<file path="src/ras_pkg.sv">
// shared types and constants for the room allocation scheduler
// no dependencies; imported by room_allocation_scheduler_unit
`default_nettype none

package ras_pkg;

    localparam int START_W   = 32;
    localparam int TSTAMP_W  = 48;
    localparam int ROOM_W    = 4;
    localparam int CFG_W     = 5;
    localparam int CFG_RESET = 16;

    typedef logic [START_W-1:0]  start_t;
    typedef logic [TSTAMP_W-1:0] tstamp_t;
    typedef logic [ROOM_W-1:0]   room_t;
    typedef logic [CFG_W-1:0]    cfg_t;

    localparam tstamp_t TSTAMP_MAX = '1;

endpackage

`default_nettype wire

</file>
<file path="src/room_allocation_scheduler_unit.sv">
// room allocation scheduler: per-room busy-until and use-count memories
// depends on ras_pkg
// a result is registered as the done state ends, after a scan over the n rooms in use; out_stall can hold done
// in_stall holds new beats outside idle, so the single read port scan over the rooms bounds the job rate
// the scan reads one room per cycle from the busy and count memories, with registered read data
// reset: room count 16, all rooms free with zero use, no result pending
// room state is cleared at once on the last job of a set, through per-room valid bits
`default_nettype none

module room_allocation_scheduler_unit #(
    parameter int MAX_ROOMS  = 16,
    parameter int COUNT_BITS = 20
) (
    input  wire                   clk,
    input  wire                   rst_n,
    input  wire                   room_count_wr_en,
    input  wire  ras_pkg::cfg_t   room_count_wr_data,
    input  wire                   in_valid,
    output logic                  in_stall,
    input  wire  ras_pkg::start_t job_start,
    input  wire  ras_pkg::start_t job_end,
    input  wire                   is_last,
    output logic                  out_valid,
    input  wire                   out_stall,
    output ras_pkg::room_t        room,
    output ras_pkg::tstamp_t      actual_end,
    output logic                  busiest_valid,
    output ras_pkg::room_t        busiest_room
);

    import ras_pkg::*;

    localparam int IDX_W = (MAX_ROOMS > 1) ? $clog2(MAX_ROOMS) : 1;
    localparam int NUM_W = $clog2(MAX_ROOMS + 1);
    localparam int CMP_W = (NUM_W > CFG_W) ? NUM_W : CFG_W;

    localparam logic [1:0] ST_IDLE = 2'd0;
    localparam logic [1:0] ST_SCAN = 2'd1;
    localparam logic [1:0] ST_DONE = 2'd2;

    typedef logic [IDX_W-1:0]      idx_t;
    typedef logic [NUM_W-1:0]      num_t;
    typedef logic [COUNT_BITS-1:0] cnt_t;

    localparam cnt_t CNT_MAX = '1;

    // storage
    tstamp_t busy_mem [MAX_ROOMS];
    cnt_t    cnt_mem  [MAX_ROOMS];
    logic [MAX_ROOMS-1:0] vld_reg, vld_next;

    // control
    logic [1:0] state_reg, state_next;
    cfg_t       cfg_reg;
    num_t       n_reg, n_next;
    num_t       iss_idx_reg, iss_idx_next;
    num_t       prc_idx_reg, prc_idx_next;
    logic       pend_reg;
    logic       rd_ok_reg;
    logic       found_reg, found_next;
    logic       last_reg, last_next;
    logic       out_valid_reg, out_valid_next;

    // job and scan payload
    start_t  start_reg, start_next;
    start_t  stop_reg, stop_next;
    start_t  dur_reg, dur_next;
    tstamp_t busy_rd_reg;
    cnt_t    cnt_rd_reg;
    idx_t    sel_idx_reg, sel_idx_next;
    cnt_t    sel_cnt_reg, sel_cnt_next;
    idx_t    early_idx_reg, early_idx_next;
    tstamp_t early_busy_reg, early_busy_next;
    cnt_t    early_cnt_reg, early_cnt_next;
    idx_t    best_idx_reg, best_idx_next;
    cnt_t    best_cnt_reg, best_cnt_next;

    room_t   room_reg, room_next;
    tstamp_t end_reg, end_next;
    logic    bvalid_reg, bvalid_next;
    room_t   broom_reg, broom_next;

    logic       issue;
    idx_t       rd_addr;
    tstamp_t    b_eff;
    cnt_t       c_eff;
    idx_t       prc_idx;
    logic       go;
    idx_t       chosen;
    cnt_t       cnt_raw, cnt_new;
    logic [TSTAMP_W:0] delay_sum;
    tstamp_t    finish;
    idx_t       best_fin;
    logic       wr_en;
    logic [CMP_W-1:0] cfg_ext;

    assign in_stall      = (state_reg != ST_IDLE);
    assign out_valid     = out_valid_reg;
    assign room          = room_reg;
    assign actual_end    = end_reg;
    assign busiest_valid = bvalid_reg;
    assign busiest_room  = broom_reg;

    assign issue   = (state_reg == ST_SCAN) && (iss_idx_reg < n_reg);
    assign rd_addr = issue ? iss_idx_reg[IDX_W-1:0] : '0;
    assign b_eff   = rd_ok_reg ? busy_rd_reg : '0;
    assign c_eff   = rd_ok_reg ? cnt_rd_reg : '0;
    assign prc_idx = prc_idx_reg[IDX_W-1:0];
    assign go      = (state_reg == ST_DONE) && (!out_valid_reg || !out_stall);
    assign cfg_ext = CMP_W'(cfg_reg);

    always_comb
    begin
        chosen    = found_reg ? sel_idx_reg : early_idx_reg;
        cnt_raw   = found_reg ? sel_cnt_reg : early_cnt_reg;
        cnt_new   = (cnt_raw == CNT_MAX) ? cnt_raw : cnt_raw + 1'b1;
        delay_sum = {1'b0, early_busy_reg} + (TSTAMP_W + 1)'(dur_reg);
        if (found_reg)
        begin
            finish = TSTAMP_W'(stop_reg);
        end
        else if (delay_sum[TSTAMP_W])
        begin
            finish = TSTAMP_MAX;
        end
        else
        begin
            finish = delay_sum[TSTAMP_W-1:0];
        end
        // the chosen room only gained a use, so compare it against the old leader
        if (chosen == best_idx_reg)
        begin
            best_fin = best_idx_reg;
        end
        else if (cnt_new > best_cnt_reg)
        begin
            best_fin = chosen;
        end
        else if (cnt_new == best_cnt_reg && chosen < best_idx_reg)
        begin
            best_fin = chosen;
        end
        else
        begin
            best_fin = best_idx_reg;
        end
    end

    always_comb
    begin
        state_next      = state_reg;
        n_next          = n_reg;
        iss_idx_next    = iss_idx_reg;
        prc_idx_next    = prc_idx_reg;
        found_next      = found_reg;
        last_next       = last_reg;
        start_next      = start_reg;
        stop_next       = stop_reg;
        dur_next        = dur_reg;
        sel_idx_next    = sel_idx_reg;
        sel_cnt_next    = sel_cnt_reg;
        early_idx_next  = early_idx_reg;
        early_busy_next = early_busy_reg;
        early_cnt_next  = early_cnt_reg;
        best_idx_next   = best_idx_reg;
        best_cnt_next   = best_cnt_reg;
        vld_next        = vld_reg;
        wr_en           = 1'b0;
        out_valid_next  = out_valid_reg && out_stall;
        room_next       = room_reg;
        end_next        = end_reg;
        bvalid_next     = bvalid_reg;
        broom_next      = broom_reg;

        case (state_reg)
            ST_IDLE:
            begin
                if (in_valid)
                begin
                    if (cfg_ext == '0)
                    begin
                        n_next = num_t'(1);
                    end
                    else if (cfg_ext > CMP_W'(MAX_ROOMS))
                    begin
                        n_next = num_t'(MAX_ROOMS);
                    end
                    else
                    begin
                        n_next = num_t'(cfg_ext);
                    end
                    start_next   = job_start;
                    stop_next    = (job_end < job_start) ? job_start : job_end;
                    dur_next     = (job_end < job_start) ? '0 : job_end - job_start;
                    last_next    = is_last;
                    found_next   = 1'b0;
                    iss_idx_next = '0;
                    prc_idx_next = '0;
                    state_next   = ST_SCAN;
                end
            end
            ST_SCAN:
            begin
                if (issue)
                begin
                    iss_idx_next = iss_idx_reg + 1'b1;
                end
                if (pend_reg)
                begin
                    prc_idx_next = prc_idx_reg + 1'b1;
                    if (!found_reg && b_eff <= TSTAMP_W'(start_reg))
                    begin
                        found_next   = 1'b1;
                        sel_idx_next = prc_idx;
                        sel_cnt_next = c_eff;
                    end
                    if (prc_idx_reg == '0 || b_eff < early_busy_reg)
                    begin
                        early_idx_next  = prc_idx;
                        early_busy_next = b_eff;
                        early_cnt_next  = c_eff;
                    end
                    if (prc_idx_reg == '0 || c_eff > best_cnt_reg)
                    begin
                        best_idx_next = prc_idx;
                        best_cnt_next = c_eff;
                    end
                    if (prc_idx_reg == n_reg - 1'b1)
                    begin
                        state_next = ST_DONE;
                    end
                end
            end
            ST_DONE:
            begin
                if (go)
                begin
                    out_valid_next = 1'b1;
                    room_next      = room_t'(chosen);
                    end_next       = finish;
                    bvalid_next    = last_reg;
                    broom_next     = last_reg ? room_t'(best_fin) : '0;
                    if (last_reg)
                    begin
                        vld_next = '0;
                    end
                    else
                    begin
                        wr_en            = 1'b1;
                        vld_next[chosen] = 1'b1;
                    end
                    state_next = ST_IDLE;
                end
            end
            default:
            begin
                state_next = ST_IDLE;
            end
        endcase
    end

    // synchronous memories, one read and one write port each
    always_ff @(posedge clk)
    begin
        busy_rd_reg <= busy_mem[rd_addr];
        cnt_rd_reg  <= cnt_mem[rd_addr];
        if (wr_en)
        begin
            busy_mem[chosen] <= finish;
            cnt_mem[chosen]  <= cnt_new;
        end
    end

    always_ff @(posedge clk or negedge rst_n)
    begin
        if (!rst_n)
        begin
            state_reg     <= ST_IDLE;
            cfg_reg       <= cfg_t'(CFG_RESET);
            vld_reg       <= '0;
            pend_reg      <= 1'b0;
            rd_ok_reg     <= 1'b0;
            out_valid_reg <= 1'b0;
            n_reg         <= num_t'(1);
            iss_idx_reg   <= '0;
            prc_idx_reg   <= '0;
            found_reg     <= 1'b0;
            last_reg      <= 1'b0;
        end
        else
        begin
            state_reg     <= state_next;
            if (room_count_wr_en)
            begin
                cfg_reg <= room_count_wr_data;
            end
            vld_reg       <= vld_next;
            pend_reg      <= issue;
            rd_ok_reg     <= vld_reg[rd_addr];
            out_valid_reg <= out_valid_next;
            n_reg         <= n_next;
            iss_idx_reg   <= iss_idx_next;
            prc_idx_reg   <= prc_idx_next;
            found_reg     <= found_next;
            last_reg      <= last_next;
        end
    end

    always_ff @(posedge clk)
    begin
        start_reg      <= start_next;
        stop_reg       <= stop_next;
        dur_reg        <= dur_next;
        sel_idx_reg    <= sel_idx_next;
        sel_cnt_reg    <= sel_cnt_next;
        early_idx_reg  <= early_idx_next;
        early_busy_reg <= early_busy_next;
        early_cnt_reg  <= early_cnt_next;
        best_idx_reg   <= best_idx_next;
        best_cnt_reg   <= best_cnt_next;
        room_reg       <= room_next;
        end_reg        <= end_next;
        bvalid_reg     <= bvalid_next;
        broom_reg      <= broom_next;
    end

`ifndef NO_ASSERTIONS
    a_done_gives_beat: assert property (@(posedge clk) disable iff (!rst_n)
        go |=> out_valid_reg)
        else $error("finished job produced no result beat");

    a_scan_in_range: assert property (@(posedge clk) disable iff (!rst_n)
        (state_reg == ST_SCAN) |-> (prc_idx_reg < n_reg) && (iss_idx_reg <= n_reg))
        else $error("room scan ran past the rooms in use");

    a_set_clears: assert property (@(posedge clk) disable iff (!rst_n)
        (go && last_reg) |=> (vld_reg == '0))
        else $error("room state not cleared after last job");

    a_busiest_zero: assert property (@(posedge clk) disable iff (!rst_n)
        (out_valid_reg && !bvalid_reg) |-> (broom_reg == '0))
        else $error("busiest room reported off the last job");

    a_no_accept_busy: assert property (@(posedge clk) disable iff (!rst_n)
        (state_reg == ST_SCAN) |=> (state_reg != ST_IDLE))
        else $error("scan skipped the result stage");
`endif

endmodule

`default_nettype wire

</file>
<file path="config.mk">
export PLATFORM = sky130hd
export DESIGN_NAME = room_allocation_scheduler_unit
export DESIGN_NICKNAME = d
export VERILOG_FILES = /design/src/ras_pkg.sv /design/src/room_allocation_scheduler_unit.sv
export SDC_FILE = /design/constraint.sdc
export NUM_CORES = 2
export LEC_CHECK = 0
export BUFFER_PORTS_ARGS = -buffer_cell sky130_fd_sc_hd__buf_4
export CORE_MARGIN = 5
export CORE_UTILIZATION = 45
export CTS_CLUSTER_SIZE = 10
export DETAILED_ROUTE_END_ITERATION = 7
export PLACE_DENSITY_LB_ADDON = 0.15
export SETUP_SLACK_MARGIN = 0.15
export SLEW_MARGIN = 20
export SYNTH_ARGS = -nofsm -noshare
export SYNTH_HDL_FRONTEND = slang
export SYNTH_SLANG_ARGS = --single-unit
</file>
<file path="constraint.sdc">
create_clock -name clk -period 13.4 [get_ports clk]
set_clock_uncertainty 0.2 [all_clocks]
set_input_delay 2.01 -clock clk [delete_from_list [all_inputs] [get_ports clk]]
set_output_delay 2.01 -clock clk [all_outputs]
set_load 0.1 [all_outputs]
</file>
## Word level (Yosys, flattened, before mapping)

Memories as Yosys holds them, arrays and structs flattened. A register that Yosys moved wholly into a read port is not among the register bits.
Cells that the tools add are included.

| word-level totals | value |
|---|---|
| register bits | 316 |
| memories kept | 2 |
| bits of input ports | 75 |
| RAM bits | 1088 |
| word-level logic and storage cells | 123 |
| output and inout port bits | 59 |
| ROM bits | 0 |
| latch bits | 0 |

| cells by class | value |
|---|---|
| bitwise operators | 1 |
| reductions and logical operators | 26 |
| add/sub/neg operators | 6 |
| shifts and indexed selects | 0 |
| multipliers | 0 |
| equal/unequal tests | 12 |
| $lt $le $gt $ge | 11 |
| div/mod/pow operators | 0 |
| muxes and demuxes | 40 |

Memory list:

| name | depth | width | rd ports | clocked after memory_dff | wr ports | RTL line | text |
|---|---|---|---|---|---|---|---|
| busy_mem | 16 | 48 | 1 | 1 | 1 | room_allocation_scheduler_unit.sv:48 | `tstamp_t busy_mem [MAX_ROOMS];` |
| cnt_mem | 16 | 20 | 1 | 1 | 1 | room_allocation_scheduler_unit.sv:49 | `cnt_t cnt_mem [MAX_ROOMS];` |

Operators by type and width:

| cell | number |
|---|---|
| 2-to-1 mux 48 bit | 3 |
| 2-to-1 mux 20 bit | 3 |
| adder 48 x 32 -> 49 bit | 1 |
| less-or-equal comparator 48 x 32 -> 1 bit | 1 |
| less-than comparator 48 bit | 1 |
| > comparator 20 bit | 2 |
| less-than comparator 32 bit | 1 |
| 2-to-1 mux 32 bit | 1 |
| subtractor 32 bit | 1 |
| 2-to-1 mux 5 bit | 5 |
| adder 20 x 1 -> 20 bit (second input constant) | 1 |
| == test 20 bit | 1 |
| == test 20 bit (second input constant) | 1 |
| 2-to-1 mux 4 bit | 5 |
| one-hot mux 5 bit (2 select lines) | 2 |
| 2-to-1 mux 16 bit | 1 |
| OR 16 bit | 1 |
| AND reduction 3 bit | 5 |
| 2-to-1 mux 1 bit | 12 |
| adder 5 x 1 -> 5 bit (second input constant) | 2 |
| logical NOT 5 bit | 2 |
| less-than comparator 4 x 5 -> 1 bit (second input constant) | 2 |
| 2-to-1 mux 2 bit | 4 |
| != test 2 bit (second input constant) | 4 |
| 21 further kinds | 34 |

## Longest topological paths before layout

| logic depth | value |
|---|---|
| word-level depth | 8 |
| gate-level depth with buffers | 21 |
| gate-level depth less buffers | 17 |

## Least setup slack after synthesis

No wires, ideal clock.

| timing path | value |
|---|---|
| path kind | input -> register |
| start | input port out_stall |
| end | memory busy_mem[10][0] (netlist name), enable pin |
| setup slack | 7249 ps |
| path buffers | 0 |
| cell stages on the path | 5 |
| data required time | 12704 ps |
| arrival | 5455 ps |
| library setup time | 496 ps |
| path through | nand2_1 -> nand2b_1 -> nor3b_1 -> nand2_1 -> nor2_1 |

| on the way | value |
|---|---|
| word-level cells in the longest chain between the ends | 7 |

Ends and longest elaborated chain:

| what | RTL line | text |
|---|---|---|
| from (decl) | room_allocation_scheduler_unit.sv:24 | `input wire out_stall,` |
| logical NOT 1 bit | room_allocation_scheduler_unit.sv:109 | `assign go = (state_reg == ST_DONE) && (!out_valid_reg \|\| !out_stall);` |
| logical OR 1 bit | room_allocation_scheduler_unit.sv:109 |  |
| logical AND 1 bit | room_allocation_scheduler_unit.sv:109 |  |
| 2-to-1 mux 1 bit | room_allocation_scheduler_unit.sv:236 | `if (go)` |
| 2-to-1 mux 1 bit | room_allocation_scheduler_unit.sv:175 | `case (state_reg)` |
| 2-to-1 mux 1 bit | room_allocation_scheduler_unit.sv:267 | `if (wr_en)` |
| 2-to-1 mux 1 bit (implied by the code) | room_allocation_scheduler_unit.sv:269 | `busy_mem[chosen] <= finish;` |
| to (decl) | room_allocation_scheduler_unit.sv:48 |  |

Every way passes these cells.

## Final worst setup path

| timing path | value |
|---|---|
| start | register found_reg |
| end | register broom_reg[2], in the netlist busiest_room[2], data pin |

| on the way | value |
|---|---|
| word-level cells in the longest chain between the ends | 8 |
| elaborated cells on any way between the ends | 13 |
| those cells by class | 1 x add/sub; 2 x order compare; 3 x eq/ne; 6 x mux; 1 x reduce/logical |

Ends and longest elaborated chain:

| what | RTL line | text |
|---|---|---|
| from (decl) | room_allocation_scheduler_unit.sv:60 | `logic found_reg, found_next;` |
| from (signal assigned) | room_allocation_scheduler_unit.sv:304 | `found_reg <= found_next;` |
| 2-to-1 mux 20 bit (*) | room_allocation_scheduler_unit.sv:115 | `cnt_raw = found_reg ? sel_cnt_reg : early_cnt_reg;` |
| adder 20 x 1 -> 20 bit / == test 20 bit (equally long branches) | room_allocation_scheduler_unit.sv:116 | `cnt_new = (cnt_raw == CNT_MAX) ? cnt_raw : cnt_raw + 1'b1;` |
| 2-to-1 mux 20 bit (*) | room_allocation_scheduler_unit.sv:116 |  |
| named net cnt_new[5] | room_allocation_scheduler_unit.sv:90 | `cnt_t cnt_raw, cnt_new;` |
| branches (longest 3 deep; another with > comparator 20 bit) | -- |  |
| 2-to-1 mux 4 bit (*) | room_allocation_scheduler_unit.sv:135 | `else if (cnt_new > best_cnt_reg)` |
| 2-to-1 mux 4 bit (*) | room_allocation_scheduler_unit.sv:131 | `if (chosen == best_idx_reg)` |
| to (signal assigned) | room_allocation_scheduler_unit.sv:324 | `broom_reg <= broom_next;` |
| to (decl) | room_allocation_scheduler_unit.sv:81 | `room_t broom_reg, broom_next;` |

Mark *: on every way through the listed nets, which the timed path passes.
A chain may end at the register's enable or synchronous reset.

==> flow_results.org <==
** Outcome
- Status :: complete, no violations

** Critical path
- The worst setup path is of the flop to flop kind.
- The number of buffers and inverters on the critical path is 0.
- Slack of the worst reg-to-reg path :: 7.54 ns
- The largest single stage delay on the critical path is 0.99 ns.
- The endpoint identified for the worst register-to-register timing path is busiest_room[2].
- The worst setup path is launched from a flop.
- At the worst endpoint, the required time is 13.83 ns.
- Sort of element at the end of the critical path :: flop
- STA puts the critical path data arrival time at 6.29 ns.
- In this run the critical register-to-register path is launched from found_reg.
- Cell Chain, Critical Path :: nand3_1 -> a221oi_2 -> nand3b_1 -> nor4_4 -> a31oi_2 -> nand2_1 -> xor2_1 -> mux2i_2 -> ha_1 -> a21o_1 -> a21o_1 -> a21o_1 -> a221o_1 -> a21oi_1 -> o21ai_0 -> nand2_1 -> mux2i_1
- The cell that appears most often on the critical path is sky130_fd_sc_hd__a21o_1.
- In this run the worst path has a maximum fanout of 57.
- Gate family responsible for the most delay along the worst path :: compound AO/OA/AOI/OAI gates
- Worst-path cell with the longest stage delay :: sky130_fd_sc_hd__dfrtp_4
- R2R cell count :: 17

** Floorplanning
- The floorplan has 138 rows.
- The die covers 150000 sq um.
- Chip height :: 388 um
- The region available for standard cell placement spans 142000 sq um.
- Pin placement for this block handled 134 I/O pins.
- The initial utilization of the core area, before any placement, comes to 45.3%.
- Width of the chip :: 388 um

** Detailed routing
- WL final :: 169000 um
- The pre-antenna-repair detailed-routing pass consisted of 5 iterations.
- Post-route antenna net violation count :: 0
- DRC violations left :: 0
- DR vias :: 37300
- In the final routed layout, each cell accounts on average for 26.6 um.
- The first routing iteration left 3125 violations.
- In the routed layout, each cell is associated on average with a via count of 5.86.

** Synthesis
- After synthesis, the netlist uses 92 different library cells.
- After synthesis, flip-flops and latches occupy 67.4% of the total area.
- Proportion of register bits with asynchronous set or reset after synthesis :: 2.92%
- Biggest area consumer among synthesized cells :: sky130_fd_sc_hd__edfxtp_1
- After synthesis, the mean cell area works out to 15.4 sq um.
- By area the synthesized netlist is led by sky130_fd_sc_hd__edfxtp_1 64%, sky130_fd_sc_hd__mux2_2 8.7%, sky130_fd_sc_hd__ha_1 3.8%.
- Register bit count reported by yosys :: 1472
- Most used flip-flop cell after synthesis :: sky130_fd_sc_hd__edfxtp_1
- Number of enable-type register cells in the synthesized netlist :: 1361
- Number of warning messages in the yosys log :: 0
- After synthesis the cells add up to 64200 sq um.
- The number of nets handed over by synthesis was 4433.
- Synthesis produced a netlist whose cell count is 4160.
- Post-synth top area share :: 63.6%

** Worst hold path
- Worst Hold Depth :: 1
- Hold crit path type :: flop to flop
- The worst hold path terminates at vld_reg[7].
- Start point of the worst min-delay path :: vld_reg[7]

** STA
- After routing, the total negative slack on setup checks comes to 0 ns.
- Number of pins with negative max-slew slack in the final report :: 0
- Worst slew margin relative to its limit :: 25.8%
- Setup repair after global routing left no endpoint under its margin.
- Tmin final :: 5.86 ns
- Maximum operating frequency :: 0.171 GHz
- At the pin with the least slew margin, the transition time is 1.11 ns.
- In the post-route analysis, the smallest setup slack over all paths is 7.54 ns.
- Of the available clock period, the critical path in the final layout requires 43.7%.
- Hold violation count in the final report :: 0
- Tightest hold margin :: 0.274 ns
- Setup violation total in the final timing report :: 0

** Final layout
- Most flop-heavy register :: busy_mem
- In the final layout, the multi-input gates occupy 19500 sq um.
- Post-synthesis to final-layout area growth :: 13.3%
- 0 antenna diodes ended up in the layout.
- In the final layout, the share of cells above drive strength 1 is 23.2%.
- The register with the most flip-flops in the layout has 768 of them.
- The largest registers in the layout are busy_mem x768, cnt_mem x320.
- # nets final :: 4626
- After filler insertion, the fill cell instance count of the layout stands at 11800.
- In the final layout, flip-flops and latches occupy 43300 sq um.

** GRT
- Entering global routing, the biggest net connects 133 pins.
- For this run, the total global-route usage over all layers was measured as 22.1%.
- Global-route wire length before repair :: 250000 um
- The via count of the first global-routing pass came to 38000.
- Antenna violations before repair :: 7
- The total overflow left after global routing is 0.

** Clocking
- The longest clock path from root to sink contains 3 buffers.
- Buffers inserted during clock tree synthesis total 169.
- The clock drives 1472 sinks.
- Clock Pin Slew Worst Setup and Hold Paths :: 0.06 ns
- TritonCTS built the clock tree.
- Hold Buf Count CTS :: 0
- For the worst-skew pair, the clock arrives at the later sink with an insertion delay of 0.79 ns.
- The number of setup buffers added after CTS is 0.
- Root Buffer :: sky130_fd_sc_hd__clkbuf_16
- Quantity of gates resized following cts :: 0
- Depth of the CTS H-tree :: 4

** Power and ir drop
- For this design the ratio of total power to cell area is 220 nW/um^2.
- The worst-case IR drop observed on VDD is 0.260 mV.
- For this design the static power due to leakage is 25.7 nW.

** Place
- During placement, the flow inserted port buffers numbering 133.
- Detailed placement ended at an HPWL of 95300 um.
- Last weighted congestion value of the routability-driven placer :: 0.871
- Pre-CTS WS :: 7.37 ns

** Flow run
- Count of max-cap constraint violations :: 0
[cells in the mapped netlist, types with 41 or more instances]
cell / count
sky130_fd_sc_hd__o22a_1: 69
sky130_fd_sc_hd__o32ai_1: 69
sky130_fd_sc_hd__nor2_1: 132
sky130_fd_sc_hd__a21oi_1: 207
sky130_fd_sc_hd__clkbuf_1: 158
sky130_fd_sc_hd__a21o_1: 77
sky130_fd_sc_hd__and2_1: 74
sky130_fd_sc_hd__inv_1: 186
sky130_fd_sc_hd__xor2_1: 42
sky130_fd_sc_hd__mux2_2: 496
sky130_fd_sc_hd__dfxtp_1: 68
sky130_fd_sc_hd__dfrtp_1: 41
sky130_fd_sc_hd__a221oi_1: 207
sky130_fd_sc_hd__o21ai_0: 59
sky130_fd_sc_hd__ha_1: 196
sky130_fd_sc_hd__edfxtp_1: 1361
sky130_fd_sc_hd__nor3_1: 51
sky130_fd_sc_hd__nand2_1: 104
sky130_fd_sc_hd__mux2i_1: 96
[cell type report]
class	instances	area share, %
clock buffer	288	6.76
timing repair buffer	240	2.53
inverter	187	0.971
tap	1890	3.25
multi-input combinational	2283	26.8
sequential	1472	59.5
clock inverter	11	0.150
[per-stage QoR]
| stage | std cells | cell area (sq um) | util, % | power, mW |
|---|---|---|---|---|
| final | 6371 | 72800 | 51.3 | 16.0 |
| after global routing | 6371 | 72800 | 51.3 | 16.8 |
| after global placement | 6071 | 67600 | 47.7 | 11.8 |
| after CTS | 6370 | 72700 | 51.3 | 16.1 |
| after floorplan | 4160 | 64200 | - | 10.1 |
| after detailed placement | 6071 | 67600 | 47.7 | 11.9 |
[metal layers]
| layer | routed length (um) | part of all wire, % | GRT usage [%] | vias to the layer above |
|---|---|---|---|---|
| met5 | 0 | 0 | 0 | - |
| met4 | 3690 | 2.2 | 5.51 | 0 |
| met3 | 10200 | 6.0 | 4.27 | 220 |
| met2 | 78500 | 46 | 35.4 | 1100 |
| met1 | 77000 | 45 | 31.4 | 19200 |
| li1 | - | - | - | 16800 |
[worst reg2reg max path, delay by kind of cell, from the launching register on]
kind                       cells  cell delay, ns
AOI/OAI and AO/OA              8            1.92
and+or+nand+nor                5            1.25
DFF                            1            0.99
muxes                          2            0.88
adders and majority gates      1            0.39
xor gates and xnor gates       1            0.08
[worst max path at each step]
stage | start | endpoint | slack, ns | depth (start not counted)
final | found_reg | busiest_room[2] | 7.54 | 17
after global routing | found_reg | busiest_room[2] | 7.03 | 17
after CTS | found_reg | busiest_room[2] | 7.39 | 16
after detailed placement | job_start[0] | stop_reg[3] | 7.37 | 12
after global placement | found_reg | busiest_room[1] | 7.38 | 17
after floorplan | out_stall | busy_mem[10][0] | 7.25 | 5
[power breakdown]
group / internal, mW / total, mW / switching, mW / leakage [nW]
Sequential: 5.71 / 6.02 / 0.304 / 13.6
Clock: 2.47 / 4.23 / 1.75 / 2.41
Combinational: 2.19 / 5.79 / 3.60 / 9.71
Total: 10.4 / 16.0 / 5.66 / 25.7
[layout by cell type, fill, tap and decap left out, drive strengths merged, types with 21 or more instances in the layout]
cell type / netlist / routed
mux2: 523 / 523
nor3: 53 / 53
a21o: 77 / 77
nand2b: 23 / 23
o32ai: 69 / 69
ha: 196 / 196
buf: 60 / 240
o21ai: 70 / 70
inv: 186 / 190
a221oi: 208 / 208
o22a: 69 / 69
nor2: 132 / 132
clkbuf: 158 / 288
nand4: 36 / 36
nor2b: 25 / 25
xor2: 42 / 42
a31oi: 21 / 21
dfxtp: 68 / 68
nand3: 38 / 38
and2: 74 / 74
dfrtp: 41 / 41
nand2: 105 / 105
edfxtp: 1361 / 1361
mux2i: 96 / 96
a21oi: 209 / 209
xnor2: 39 / 39
[logic make-up (layout without fill, tap and decap cells)]
| logic type | Yosys count | after routing | synth area share (%) |
|---|---|---|---|
| buffers and inverters | 405 | 726 | 2.69 |
| AND/OR/NAND/NOR | 534 | 534 | 4.25 |
| XOR/XNOR | 81 | 81 | 1.10 |
| flip-flops | 1472 | 1472 | 67.4 |
| adder cells (fa/ha/maj) | 198 | 198 | 3.88 |
| multiplexers | 620 | 620 | 10.9 |
| AO/OA/AOI/OAI | 850 | 850 | 9.76 |
Note: power is estimated with default switching activity, not from simulation.
